<file path="config.mk">
export PLATFORM = sky130hd
export DESIGN_NAME = round_robin_quantum_queue
export DESIGN_NICKNAME = d
export VERILOG_FILES = /design/src/hdl/rrqq_pkg.sv /design/src/hdl/rrqq_ram.sv /design/src/hdl/rrqq_div.sv /design/src/hdl/round_robin_quantum_queue.sv
export VERILOG_INCLUDE_DIRS = /design/src /design/src/hdl
export SDC_FILE = /design/constraint.sdc
export NUM_CORES = 2
export LEC_CHECK = 0
export ABC_AREA = 1
export ABC_CLOCK_PERIOD_IN_PS = 5450
export BUFFER_PORTS_ARGS = -buffer_cell sky130_fd_sc_hd__buf_2
export CORE_UTILIZATION = 50
export CTS_CLUSTER_DIAMETER = 50
export DETAILED_ROUTE_END_ITERATION = 7
export PLACE_DENSITY = 0.66
export SLEW_MARGIN = 20
export SYNTH_ARGS = -nofsm -noshare
export SYNTH_HDL_FRONTEND = slang
export SYNTH_SLANG_ARGS = --single-unit
</file>
<file path="constraint.sdc">
create_clock -name clk -period 5.45 [get_ports clk]
set_input_delay 0 -clock clk [delete_from_list [all_inputs] [get_ports clk]]
set_output_delay 0 -clock clk [all_outputs]
set_load 0.1 [all_outputs]
</file>
<file path="src/hdl/round_robin_quantum_queue_defines.svh">
// Assertion macros shared by the queue RTL.
// Each macro expects clk and rst_n in the scope where it is used.
`ifndef ROUND_ROBIN_QUANTUM_QUEUE_DEFINES_SVH
`define ROUND_ROBIN_QUANTUM_QUEUE_DEFINES_SVH

`define RRQQ_ASSERT_IMPL(label, ante, cons, msg) \
  label: assert property (@(posedge clk) disable iff (!rst_n) (ante) |-> (cons)) \
    else $error(msg);

`define RRQQ_ASSERT_NEXT(label, ante, cons, msg) \
  label: assert property (@(posedge clk) disable iff (!rst_n) (ante) |=> (cons)) \
    else $error(msg);

`endif

</file>
<file path="src/hdl/rrqq_pkg.sv">
`timescale 1ns / 1ps

package rrqq_pkg;

  localparam int QUEUE_DEPTH_DEF = 64;
  localparam int TIME_BITS_DEF   = 16;
  localparam int CFG_W           = 16;

  localparam logic [CFG_W-1:0] QUANTUM_RST = CFG_W'(1);

  localparam logic [1:0] CMD_ADD      = 2'd0;
  localparam logic [1:0] CMD_DISPATCH = 2'd1;
  localparam logic [1:0] CMD_REPORT   = 2'd2;

  localparam logic [2:0] ST_ADDED        = 3'd0;
  localparam logic [2:0] ST_IGNORED      = 3'd1;
  localparam logic [2:0] ST_FULL         = 3'd2;
  localparam logic [2:0] ST_REQUEUED     = 3'd3;
  localparam logic [2:0] ST_FINISHED     = 3'd4;
  localparam logic [2:0] ST_EMPTY        = 3'd5;
  localparam logic [2:0] ST_REPORT_EMPTY = 3'd6;
  localparam logic [2:0] ST_REPORT_VALID = 3'd7;

  typedef enum logic [2:0] {
    S_IDLE = 3'b001,
    S_DISP = 3'b010,
    S_DIV  = 3'b100
  } state_t;

endpackage

</file>
<file path="src/hdl/rrqq_ram.sv">
`timescale 1ns / 1ps

module rrqq_ram #(
  parameter int WIDTH = 16,
  parameter int DEPTH = 64
) (
  input  logic                     clk,
  input  logic                     we,
  input  logic [$clog2(DEPTH)-1:0] waddr,
  input  logic [WIDTH-1:0]         wdata,
  input  logic                     re,
  input  logic [$clog2(DEPTH)-1:0] raddr,
  output logic [WIDTH-1:0]         rdata
);

  logic [WIDTH-1:0] mem [DEPTH];
  logic [WIDTH-1:0] rdata_r;

  always_ff @(posedge clk) begin
    if (we) begin
      mem[waddr] <= wdata;
    end
    if (re) begin
      rdata_r <= mem[raddr];
    end
  end

  assign rdata = rdata_r;

endmodule

</file>
<file path="src/hdl/rrqq_div.sv">
`timescale 1ns / 1ps

module rrqq_div #(
  parameter int DVD_W = 31,
  parameter int DVS_W = 7,
  parameter int QUO_W = 24
) (
  input  logic             clk,
  input  logic             rst_n,
  input  logic             start,
  input  logic [DVD_W-1:0] dividend,
  input  logic [DVS_W-1:0] divisor,
  output logic             done,
  output logic [QUO_W-1:0] quotient
);

  localparam int CW = $clog2(DVD_W + 1);

  logic             busy_r;
  logic             done_r;
  logic [CW-1:0]    cnt_r;
  logic [DVD_W-1:0] acc_r;
  logic [DVS_W:0]   rem_r;
  logic [DVS_W-1:0] dvs_r;

  logic [DVS_W:0]   rem_sh;
  logic [DVS_W:0]   rem_sub;
  logic             fits;

  // One quotient bit per cycle; the quotient bits shift in behind the dividend.
  assign rem_sh  = {rem_r[DVS_W-1:0], acc_r[DVD_W-1]};
  assign fits    = rem_sh >= {1'b0, dvs_r};
  assign rem_sub = rem_sh - {1'b0, dvs_r};

  always_ff @(posedge clk) begin
    if (!rst_n) begin
      busy_r <= 1'b0;
      done_r <= 1'b0;
      cnt_r  <= '0;
    end else begin
      done_r <= 1'b0;
      if (start) begin
        busy_r <= 1'b1;
        cnt_r  <= CW'(DVD_W);
      end else if (busy_r) begin
        cnt_r <= cnt_r - 1'b1;
        if (cnt_r == CW'(1)) begin
          busy_r <= 1'b0;
          done_r <= 1'b1;
        end
      end
    end
  end

  always_ff @(posedge clk) begin
    if (start) begin
      acc_r <= dividend;
      rem_r <= '0;
      dvs_r <= divisor;
    end else if (busy_r) begin
      acc_r <= {acc_r[DVD_W-2:0], fits};
      rem_r <= fits ? rem_sub : rem_sh;
    end
  end

  assign done     = done_r;
  assign quotient = acc_r[QUO_W-1:0];

endmodule

</file>
<file path="src/hdl/round_robin_quantum_queue.sv">
`timescale 1ns / 1ps
// Round-robin job queue with a fixed time quantum.
// Input channel: in_valid / in_stall with in_command and in_burst_time. Result
// channel: out_valid / out_stall with status, run time, average and job count.
// Configuration: cfg_wr_en writes cfg_wr_data into the time quantum at once.
// Every command but the unused code 3 gives exactly one result item.
// Add commands and empty dispatches or reports give their result in the cycle
// after acceptance, and a new item can be taken every cycle while no result
// waits under out_stall. A dispatch reads the job memory and writes the
// requeued job back in the following cycle; the memory read is registered,
// and no new item is taken until the write-back is done. A report with jobs
// queued runs a restoring divider, one quotient bit per cycle over TIME_BITS +
// clog2(QUEUE_DEPTH + 1) + 8 bits; no new item is taken until it is done.
// Reset empties the queue and sets the quantum to 1; the job memory is not
// cleared, as no entry is read before it has been written.
// While a result waits under out_stall no new item is accepted; the result
// register holds its contents until it is taken.
`include "round_robin_quantum_queue_defines.svh"

module round_robin_quantum_queue #(
  parameter int QUEUE_DEPTH = rrqq_pkg::QUEUE_DEPTH_DEF,
  parameter int TIME_BITS   = rrqq_pkg::TIME_BITS_DEF
) (
  input  logic                                 clk,
  input  logic                                 rst_n,
  input  logic                                 cfg_wr_en,
  input  logic [rrqq_pkg::CFG_W-1:0]           cfg_wr_data,
  input  logic                                 in_valid,
  output logic                                 in_stall,
  input  logic [1:0]                           in_command,
  input  logic [TIME_BITS-1:0]                 in_burst_time,
  output logic                                 out_valid,
  input  logic                                 out_stall,
  output logic [2:0]                           out_status,
  output logic [TIME_BITS-1:0]                 out_run_time,
  output logic [TIME_BITS+7:0]                 out_average_fixed,
  output logic [$clog2(QUEUE_DEPTH+1)-1:0]     out_jobs_waiting
);

  import rrqq_pkg::*;

  localparam int PTR_W = $clog2(QUEUE_DEPTH);
  localparam int CNT_W = $clog2(QUEUE_DEPTH + 1);
  localparam int SUM_W = TIME_BITS + CNT_W;
  localparam int DVD_W = SUM_W + 8;
  localparam int AVG_W = TIME_BITS + 8;

  state_t             state_r, state_nxt;
  logic [PTR_W-1:0]   oldest_r, oldest_nxt;
  logic [PTR_W-1:0]   newest_r, newest_nxt;
  logic [CNT_W-1:0]   count_r, count_nxt;
  logic [SUM_W-1:0]   sum_r, sum_nxt;
  logic [CFG_W-1:0]   quantum_r;

  logic               out_valid_r, out_valid_nxt;
  logic [2:0]         out_status_r, status_nxt;
  logic [TIME_BITS-1:0] out_run_r, run_nxt;
  logic [AVG_W-1:0]   out_avg_r, avg_nxt;
  logic [CNT_W-1:0]   out_jobs_r, jobs_nxt;
  logic               load;

  logic               in_accept;
  logic [TIME_BITS-1:0] q_time;
  logic [TIME_BITS-1:0] job_time;
  logic [TIME_BITS-1:0] job_left;
  logic               requeue;
  logic [PTR_W-1:0]   oldest_inc;
  logic [PTR_W-1:0]   newest_inc;

  logic               ram_we;
  logic [TIME_BITS-1:0] ram_wdata;
  logic               ram_re;
  logic [TIME_BITS-1:0] ram_rdata;

  logic               div_start;
  logic               div_done;
  logic [AVG_W-1:0]   div_quo;

  rrqq_ram #(
    .WIDTH (TIME_BITS),
    .DEPTH (QUEUE_DEPTH)
  ) u_job_store (
    .clk   (clk),
    .we    (ram_we),
    .waddr (newest_r),
    .wdata (ram_wdata),
    .re    (ram_re),
    .raddr (oldest_r),
    .rdata (ram_rdata)
  );

  rrqq_div #(
    .DVD_W (DVD_W),
    .DVS_W (CNT_W),
    .QUO_W (AVG_W)
  ) u_div (
    .clk      (clk),
    .rst_n    (rst_n),
    .start    (div_start),
    .dividend ({sum_r, 8'b0}),
    .divisor  (count_r),
    .done     (div_done),
    .quotient (div_quo)
  );

  assign in_stall  = (state_r != S_IDLE) || (out_valid_r && out_stall);
  assign in_accept = in_valid && !in_stall;

  assign q_time     = TIME_BITS'(quantum_r);
  assign job_time   = ram_rdata;
  assign requeue    = job_time > q_time;
  assign job_left   = job_time - q_time;
  assign oldest_inc = (oldest_r == PTR_W'(QUEUE_DEPTH - 1)) ? '0 : PTR_W'(oldest_r + 1'b1);
  assign newest_inc = (newest_r == PTR_W'(QUEUE_DEPTH - 1)) ? '0 : PTR_W'(newest_r + 1'b1);

  always_comb begin
    state_nxt  = state_r;
    oldest_nxt = oldest_r;
    newest_nxt = newest_r;
    count_nxt  = count_r;
    sum_nxt    = sum_r;
    ram_we     = 1'b0;
    ram_wdata  = in_burst_time;
    ram_re     = 1'b0;
    div_start  = 1'b0;
    load       = 1'b0;
    status_nxt = ST_ADDED;
    run_nxt    = '0;
    avg_nxt    = '0;
    jobs_nxt   = count_r;
    case (state_r)
      S_IDLE: begin
        if (in_accept) begin
          case (in_command)
            CMD_ADD: begin
              load = 1'b1;
              if (in_burst_time == '0) begin
                status_nxt = ST_IGNORED;
              end else if (count_r == CNT_W'(QUEUE_DEPTH)) begin
                status_nxt = ST_FULL;
              end else begin
                ram_we     = 1'b1;
                newest_nxt = newest_inc;
                count_nxt  = count_r + 1'b1;
                sum_nxt    = sum_r + SUM_W'(in_burst_time);
                jobs_nxt   = count_r + 1'b1;
              end
            end
            CMD_DISPATCH: begin
              if (count_r == '0) begin
                load       = 1'b1;
                status_nxt = ST_EMPTY;
              end else begin
                ram_re    = 1'b1;
                state_nxt = S_DISP;
              end
            end
            CMD_REPORT: begin
              if (count_r == '0) begin
                load       = 1'b1;
                status_nxt = ST_REPORT_EMPTY;
              end else begin
                div_start = 1'b1;
                state_nxt = S_DIV;
              end
            end
            default: begin
            end
          endcase
        end
      end
      S_DISP: begin
        load       = 1'b1;
        state_nxt  = S_IDLE;
        oldest_nxt = oldest_inc;
        if (requeue) begin
          ram_we     = 1'b1;
          ram_wdata  = job_left;
          newest_nxt = newest_inc;
          sum_nxt    = sum_r - SUM_W'(q_time);
          run_nxt    = q_time;
          status_nxt = ST_REQUEUED;
        end else begin
          count_nxt  = count_r - 1'b1;
          sum_nxt    = sum_r - SUM_W'(job_time);
          run_nxt    = job_time;
          status_nxt = ST_FINISHED;
          jobs_nxt   = count_r - 1'b1;
        end
      end
      S_DIV: begin
        if (div_done) begin
          load       = 1'b1;
          state_nxt  = S_IDLE;
          status_nxt = ST_REPORT_VALID;
          avg_nxt    = div_quo;
        end
      end
      default: begin
        state_nxt = S_IDLE;
      end
    endcase
  end

  assign out_valid_nxt = load ? 1'b1 : (out_stall ? out_valid_r : 1'b0);

  always_ff @(posedge clk) begin
    if (!rst_n) begin
      state_r     <= S_IDLE;
      oldest_r    <= '0;
      newest_r    <= '0;
      count_r     <= '0;
      sum_r       <= '0;
      quantum_r   <= QUANTUM_RST;
      out_valid_r <= 1'b0;
    end else begin
      state_r     <= state_nxt;
      oldest_r    <= oldest_nxt;
      newest_r    <= newest_nxt;
      count_r     <= count_nxt;
      sum_r       <= sum_nxt;
      out_valid_r <= out_valid_nxt;
      if (cfg_wr_en) begin
        quantum_r <= cfg_wr_data;
      end
    end
  end

  always_ff @(posedge clk) begin
    if (load) begin
      out_status_r <= status_nxt;
      out_run_r    <= run_nxt;
      out_avg_r    <= avg_nxt;
      out_jobs_r   <= jobs_nxt;
    end
  end

  assign out_valid         = out_valid_r;
  assign out_status        = out_status_r;
  assign out_run_time      = out_run_r;
  assign out_average_fixed = out_avg_r;
  assign out_jobs_waiting  = out_jobs_r;

  `RRQQ_ASSERT_IMPL(a_count_bound, 1'b1, count_r <= CNT_W'(QUEUE_DEPTH), "job count beyond depth")
  `RRQQ_ASSERT_IMPL(a_disp_nonempty, state_r == S_DISP, count_r != '0, "dispatch on empty queue")
  `RRQQ_ASSERT_IMPL(a_div_done_state, div_done, state_r == S_DIV, "divider finished while not in use")
  `RRQQ_ASSERT_IMPL(a_load_free, load, !out_valid_r || !out_stall, "waiting result overwritten")
  `RRQQ_ASSERT_NEXT(a_add_result, in_accept && in_command == CMD_ADD, out_valid_r, "add gave no item")

endmodule
</file>
* After elaboration in Yosys (flattened, before gate mapping) *
Memory sizes are Yosys's and may differ from the RTL's. A register that Yosys moved wholly into a read port is not among the register bits.
Cells that the tools add are included.
W data, S select, Z words.

word-level totals
  latch bits = 0
  logic and storage cells = 137
  memory bits (writable) = 1024
  flip-flop bits (word level) = 164
  memories kept = 1
  bits in read-only memories = 0

memories
  memory           words  bits a word  read ports  clocked after Yosys merged registers in  write ports  RTL line        text
  u_job_store.mem  64     16           1           1                                        1            rrqq_ram.sv:16  logic [WIDTH-1:0] mem [DEPTH];

operators by class
  reduce and logical (&&, ||, !) cells = 15
  $mul = 0
  $lt $le $gt $ge = 2
  add/sub/neg operators = 10
  multiplexer cells = 69
  equal/unequal tests = 20
  div/mod/pow operators = 0
  shift operators = 0
  bitwise gates (word level) = 2

operators with widths
  operator               count
  $mux W23               5
  $mux W31               2
  $mux W16               3
  $pmux W23 S2           1
  $sub A23 B16 Y23       2
  $mux W6                7
  $mux W7                6
  $mux W3                9
  $add A23 B16 Y23       1
  $mux W1                23
  $pmux W3 S3            2
  $gt A16 B16 Y1         1
  $logic_not A16 Y1      1
  $sub A16 B16 Y16       1
  $pmux W7 S2            1
  $add A6 B1 Y6 const B  2
  $eq A6 B6 Y1 const B   2
  $pmux W3 S2            2
  $pmux W6 S2            1
  $mux W5                2
  $reduce_and A5 Y1      2
  $ge A8 B7 Y1           1
  $ne A2 B2 Y1 const B   4
  $add A7 B1 Y7 const B  1
  other kinds (27)       36

* Longest topological paths before layout *
  depth in word-level cells = 8
  depth in mapped cells = 29

* By module *
A second synthesis with hierarchy kept.

second synthesis, totals
  cells, all modules = 4921
  area, all modules = 52675.5 µm²

by module, submodules not included
  module                     instances  cells each  area an instance (µm²)
  rrqq_ram                   1          3522        42256.8
  round_robin_quantum_queue  1          1082        7697.4
  rrqq_div                   1          317         2721.4

* Least setup slack after synthesis *
Ideal clock, no wire load.

  path type = reg2reg
  start point = register u_job_store.rdata_r[0] (netlist: u_job_store.rdata[0]), read port of u_job_store.mem
  end point = memory u_job_store.mem[0][5] (data pin)
  stages on the path, launching flop included = 14
  data required time = 4.748 ns
  path buffers = 1
  arrival time = 4.248 ns
  path slack = 0.501 ns
  period minus slack after synthesis = 4.949 ns
  cells stage by stage = edfxtp_1 > inv_1 > ha_1 > fa_1 > inv_1 > nand2_1 > nand2_1 > nand3_1 > nand2_2 > nand2_2 > nand2_4 > nand3_4 > buf_2 > o21ai_0

between the ends
  word-level cells in the longest chain between the ends = 3

ends and longest elaborated chain
  element                                                    RTL line                                                            text
  start, declared                                            rrqq_ram.sv:17                                                      logic [WIDTH-1:0] rdata_r;
  $sub A16 B16 Y16 / $gt A16 B16 Y1 (equally long branches)  round_robin_quantum_queue.sv:112, round_robin_quantum_queue.sv:111
  $mux W16 *                                                 round_robin_quantum_queue.sv:176                                    if (requeue) begin
  $mux W16 *                                                 round_robin_quantum_queue.sv:131                                    case (state_r)
  via ram_wdata[5]                                           round_robin_quantum_queue.sv:71                                     logic [TIME_BITS-1:0] ram_wdata;
  end, declared                                              rrqq_ram.sv:16

Mark *: on every way through the listed nets, which the timed path passes. The rest lies on a longest branch.

* Worst setup path after layout *
  start point = register u_job_store.rdata_r[13] (netlist: u_job_store.rdata[13]), read port of u_job_store.mem
  end point = register sum_r[16]

between the ends
  word-level cells in the longest chain between the ends = 3

ends and longest elaborated chain
  element                                                    RTL line                                                            text
  $sub A23 B16 Y23 / $gt A16 B16 Y1 (equally long branches)  round_robin_quantum_queue.sv:185, round_robin_quantum_queue.sv:111
  $mux W23 *                                                 round_robin_quantum_queue.sv:176
  $pmux W23 S2 *                                             round_robin_quantum_queue.sv:131
  end signal, assigned                                       round_robin_quantum_queue.sv:221                                    sum_r <= sum_nxt;
  end, declared                                              round_robin_quantum_queue.sv:52                                     logic [SUM_W-1:0] sum_r, sum_nxt;

Mark *: on every way between the ends. The rest lies on a longest branch, timed or not.
A chain may end at the register's enable or synchronous reset.

==> results.yml <==
drt:
  drt_first_pass_iters: 5
  wl_met3_mm: 11.51
  m1WireLength_mm: 56.10
  top_layer_used: "met4"
  ant_nets: 0
  wl_met2_mm: 66.80
  drt-wirelength-per-cell_microns: 23.05
  drc_errors: 0
  wl_mm: 139.8
  drt_iter0_markers: 4627
  vias: 35400
  vias_per_cell: 5.835
sta:
  slew_viol_final: 0
  skew_ps: 34.55
  fin_crit_ps: 4255
  rsz0062_at_grt: "false"
  worst_pin_slew_ps: 1094
  tns_ps: 0
  period_share_pct: 78.07
  hold_viol: 0
  relSlewSlack_pct: 26.78
  fmaxAchievable_mhz: 235.0
  finalSetupViolCount: 0
floorplan:
  fp.dieW_microns: 321.0
  die_area_sq_um: 103000
  core_area_sq_um: 100400
  num_rows: 116
  start_util_pct: 50.64
  die_h_microns: 321.0
  ioPinCount: 91
place:
  io_buffers: 90
  dp_cells: 5772
  dp_hpwl_mm: 80.80
  gp_congestion: 0.8879
clock_tree:
  cts.sinks: 1204
  cts-root-buf: "clkbuf_16"
  cts_setup_buffers: 0
  cts_max_level: 4
  cts.repair.resized: 0
  clkLatencyLatePin_ps: 740
  clkTransAtPathRegs_ps: 60
  cts.path.max_buffers: 3
  cts_tree: "built"
  cts_buffers: 136
logic_synthesis:
  syn_inst: 4450
  ys_seq_area_share_pct: 69.43
  avgSynthCellArea_sq_um: 11.43
  synth_edf_count: 1120
  synthArstFlopShare_pct: 0
  ys_types: 50
  yosysWarnings: 0
  dominantRegCellSynth: "edfxtp_1"
  ys_seq_elements: 1204
  synth_fp_nets: 4548
  syn-cell-area_sq_um: 50870
layout:
  drive_above_1_share_pct: 10.07
  multiInputGateArea_sq_um: 13780
  final_util_pct: 57.84
  final-seq-area_sq_um: 35330
  nFillCells: 8194
  fin_cells: 6067
  fin_nets: 4692
  final_cell_mix: "1120 x edfxtp_1, 814 x nor2_1, 617 x o21ai_0"
  area_delta_synth_final_pct: 14.22
  layout_commonest_cell: "edfxtp_1"
critical_path:
  slowest_delay_ps: 460
  critPathSlowestCell: "fa_1"
  worstSetupEndpointType: "register"
  cp.arrival_ps: 4910
  cp-start-kind: "register"
  cp_common_cell: "nor2_1"
  crit_type: "reg -> reg"
  crit_path_max_fanout: 22
  required_ps: 6100
  path_cells: "ha_1, nand2_1, nor2_1, inv_1, nor2_2, nand3b_2, nand3_4, inv_2, nand2_1, o221ai_1, ha_1, fa_1, nor2_1, nor2_1, o21ai_0, nand3_1, nand2_1, xor2_1, nor2_1, nor2_1"
global_routing:
  grt_pass1_wl_mm: 208.5
  grt_pass1_vias: 33800
  grtUsageTotal_pct: 27.04
  antenna_found_initial: 4
  grt_max_degree: 218
  grt_overflow: 0
run:
  maxCapViolCount: 0
min_path:
  hold_path_class: "in -> reg"
power:
  max-vdd-ir-drop_v: 0.0002985
  p_leak_nw: 20.48
  p_per_area_nw_per_um2: 381.0
run_status:
  status: "complete, no violations"
## where the power goes
group / total (W) / switching [W] / internal (W)
logic: 0.00258 / 0.00195 / 0.000636
registers: 0.0105 / 0.000127 / 0.0104
clock network: 0.00904 / 0.00369 / 0.00535
total: 0.0221 / 0.00577 / 0.0164
## flip-flops by register name, indices dropped and copies added (netlist names), 7 cells and up
signal	flops
out_jobs_waiting	7
q_time	16
count_r	7
out_average_fixed	24
out_run_time	16
u_job_store.rdata	16
u_div.rem_r	7
u_job_store.mem	1024
sum_r	23
u_div.acc_r	31
u_div.dvs_r	7
## worst paths after layout
path                              startpoint                       to  slack [ps]  cells after the start
min reg2reg          state_r[0]$_SDFFE_PN1P_  state_r[0]$_SDFFE_PN1P_         450                      2
min                                cfg_wr_en  q_time[14]$_SDFFE_PN0P_          70                      3
max          u_job_store.rdata[13]$_DFFE_PP_   sum_r[16]$_SDFFE_PN0P_        1200                     20
max reg2reg  u_job_store.rdata[13]$_DFFE_PP_   sum_r[16]$_SDFFE_PN0P_        1200                     20
## area by class of cell
class	count	share of cell area, %
sequential	1204	60.80
antenna	2	0.008615
clock buffer	186	6.470
clock inverter	66	1.152
tap	1357	2.922
inverter	233	1.523
multi-input combinational	2762	23.73
timing repair buffer	257	3.394
## timing repair
| action | in CTS | in global routing |
|---|---|---|
| hold endpoints to repair | 98 | 0 |
| hold buffers | 41 | 0 |
| endpoints found under the setup margin | 0 | 0 |
## layer usage
metal | global-route usage (%) | vias up
li1 | - | 16240
met1 | 36.02 | 17300
met2 | 44.26 | 1625
met3 | 4.212 | 243
met4 | 11.39 | 0
met5 | 0 | -
## kinds of logic after synthesis
logic type	Yosys count	share of synthesized area [%]
XOR/XNOR	34	0.5855
flip-flops	1204	69.43
AO/OA/AOI/OAI	1081	11.79
multiplexers	2	0.03936
adder cells (fa/ha/maj)	59	1.496
AND/OR/NAND/NOR	1586	12.81
buffers and inverters	484	3.850
## worst max-delay path: cells and delay by family, from the launching register on
family	cells	cell delay (ps)
buffers and inverters	2	300
XOR/XNOR	1	150
adder cells (fa/ha/maj)	3	1110
flip-flops	1	420
AND/OR/NAND/NOR	12	1720
AO/OA/AOI/OAI	2	480
## stage by stage
stage	total power [W]	setup WS, ps	cell area, sq um	hold WS (ps)
2_1_floorplan	0.01250	500.5	50870	122.1
3_3_place_gp	0.01321	1334	53200	215.2
3_5_place_dp	0.01324	1234	53250	217.0
4_1_cts	0.02222	1176	58090	0.8278
5_1_grt	0.02283	727.3	58090	72.47
6_report	0.02213	1195	58100	65.80
## synthesized netlist by cell type, drive strengths merged, types with 19 or more instances
library cell	number	area share [%]
inv	227	1.7
nand2	491	3.7
o211ai	122	1.8
o22ai	143	1.8
nor2	821	6.1
nand3	210	2.2
xor2	19	0.33
ha	56	1.4
buf	89	0.93
nand4	32	0.43
o21ai	642	6.3
clkbuf	162	1.2
a21oi	141	1.4
edfxtp	1120	66
dfxtp	84	3.3
(Power assumes the default switching activity.)
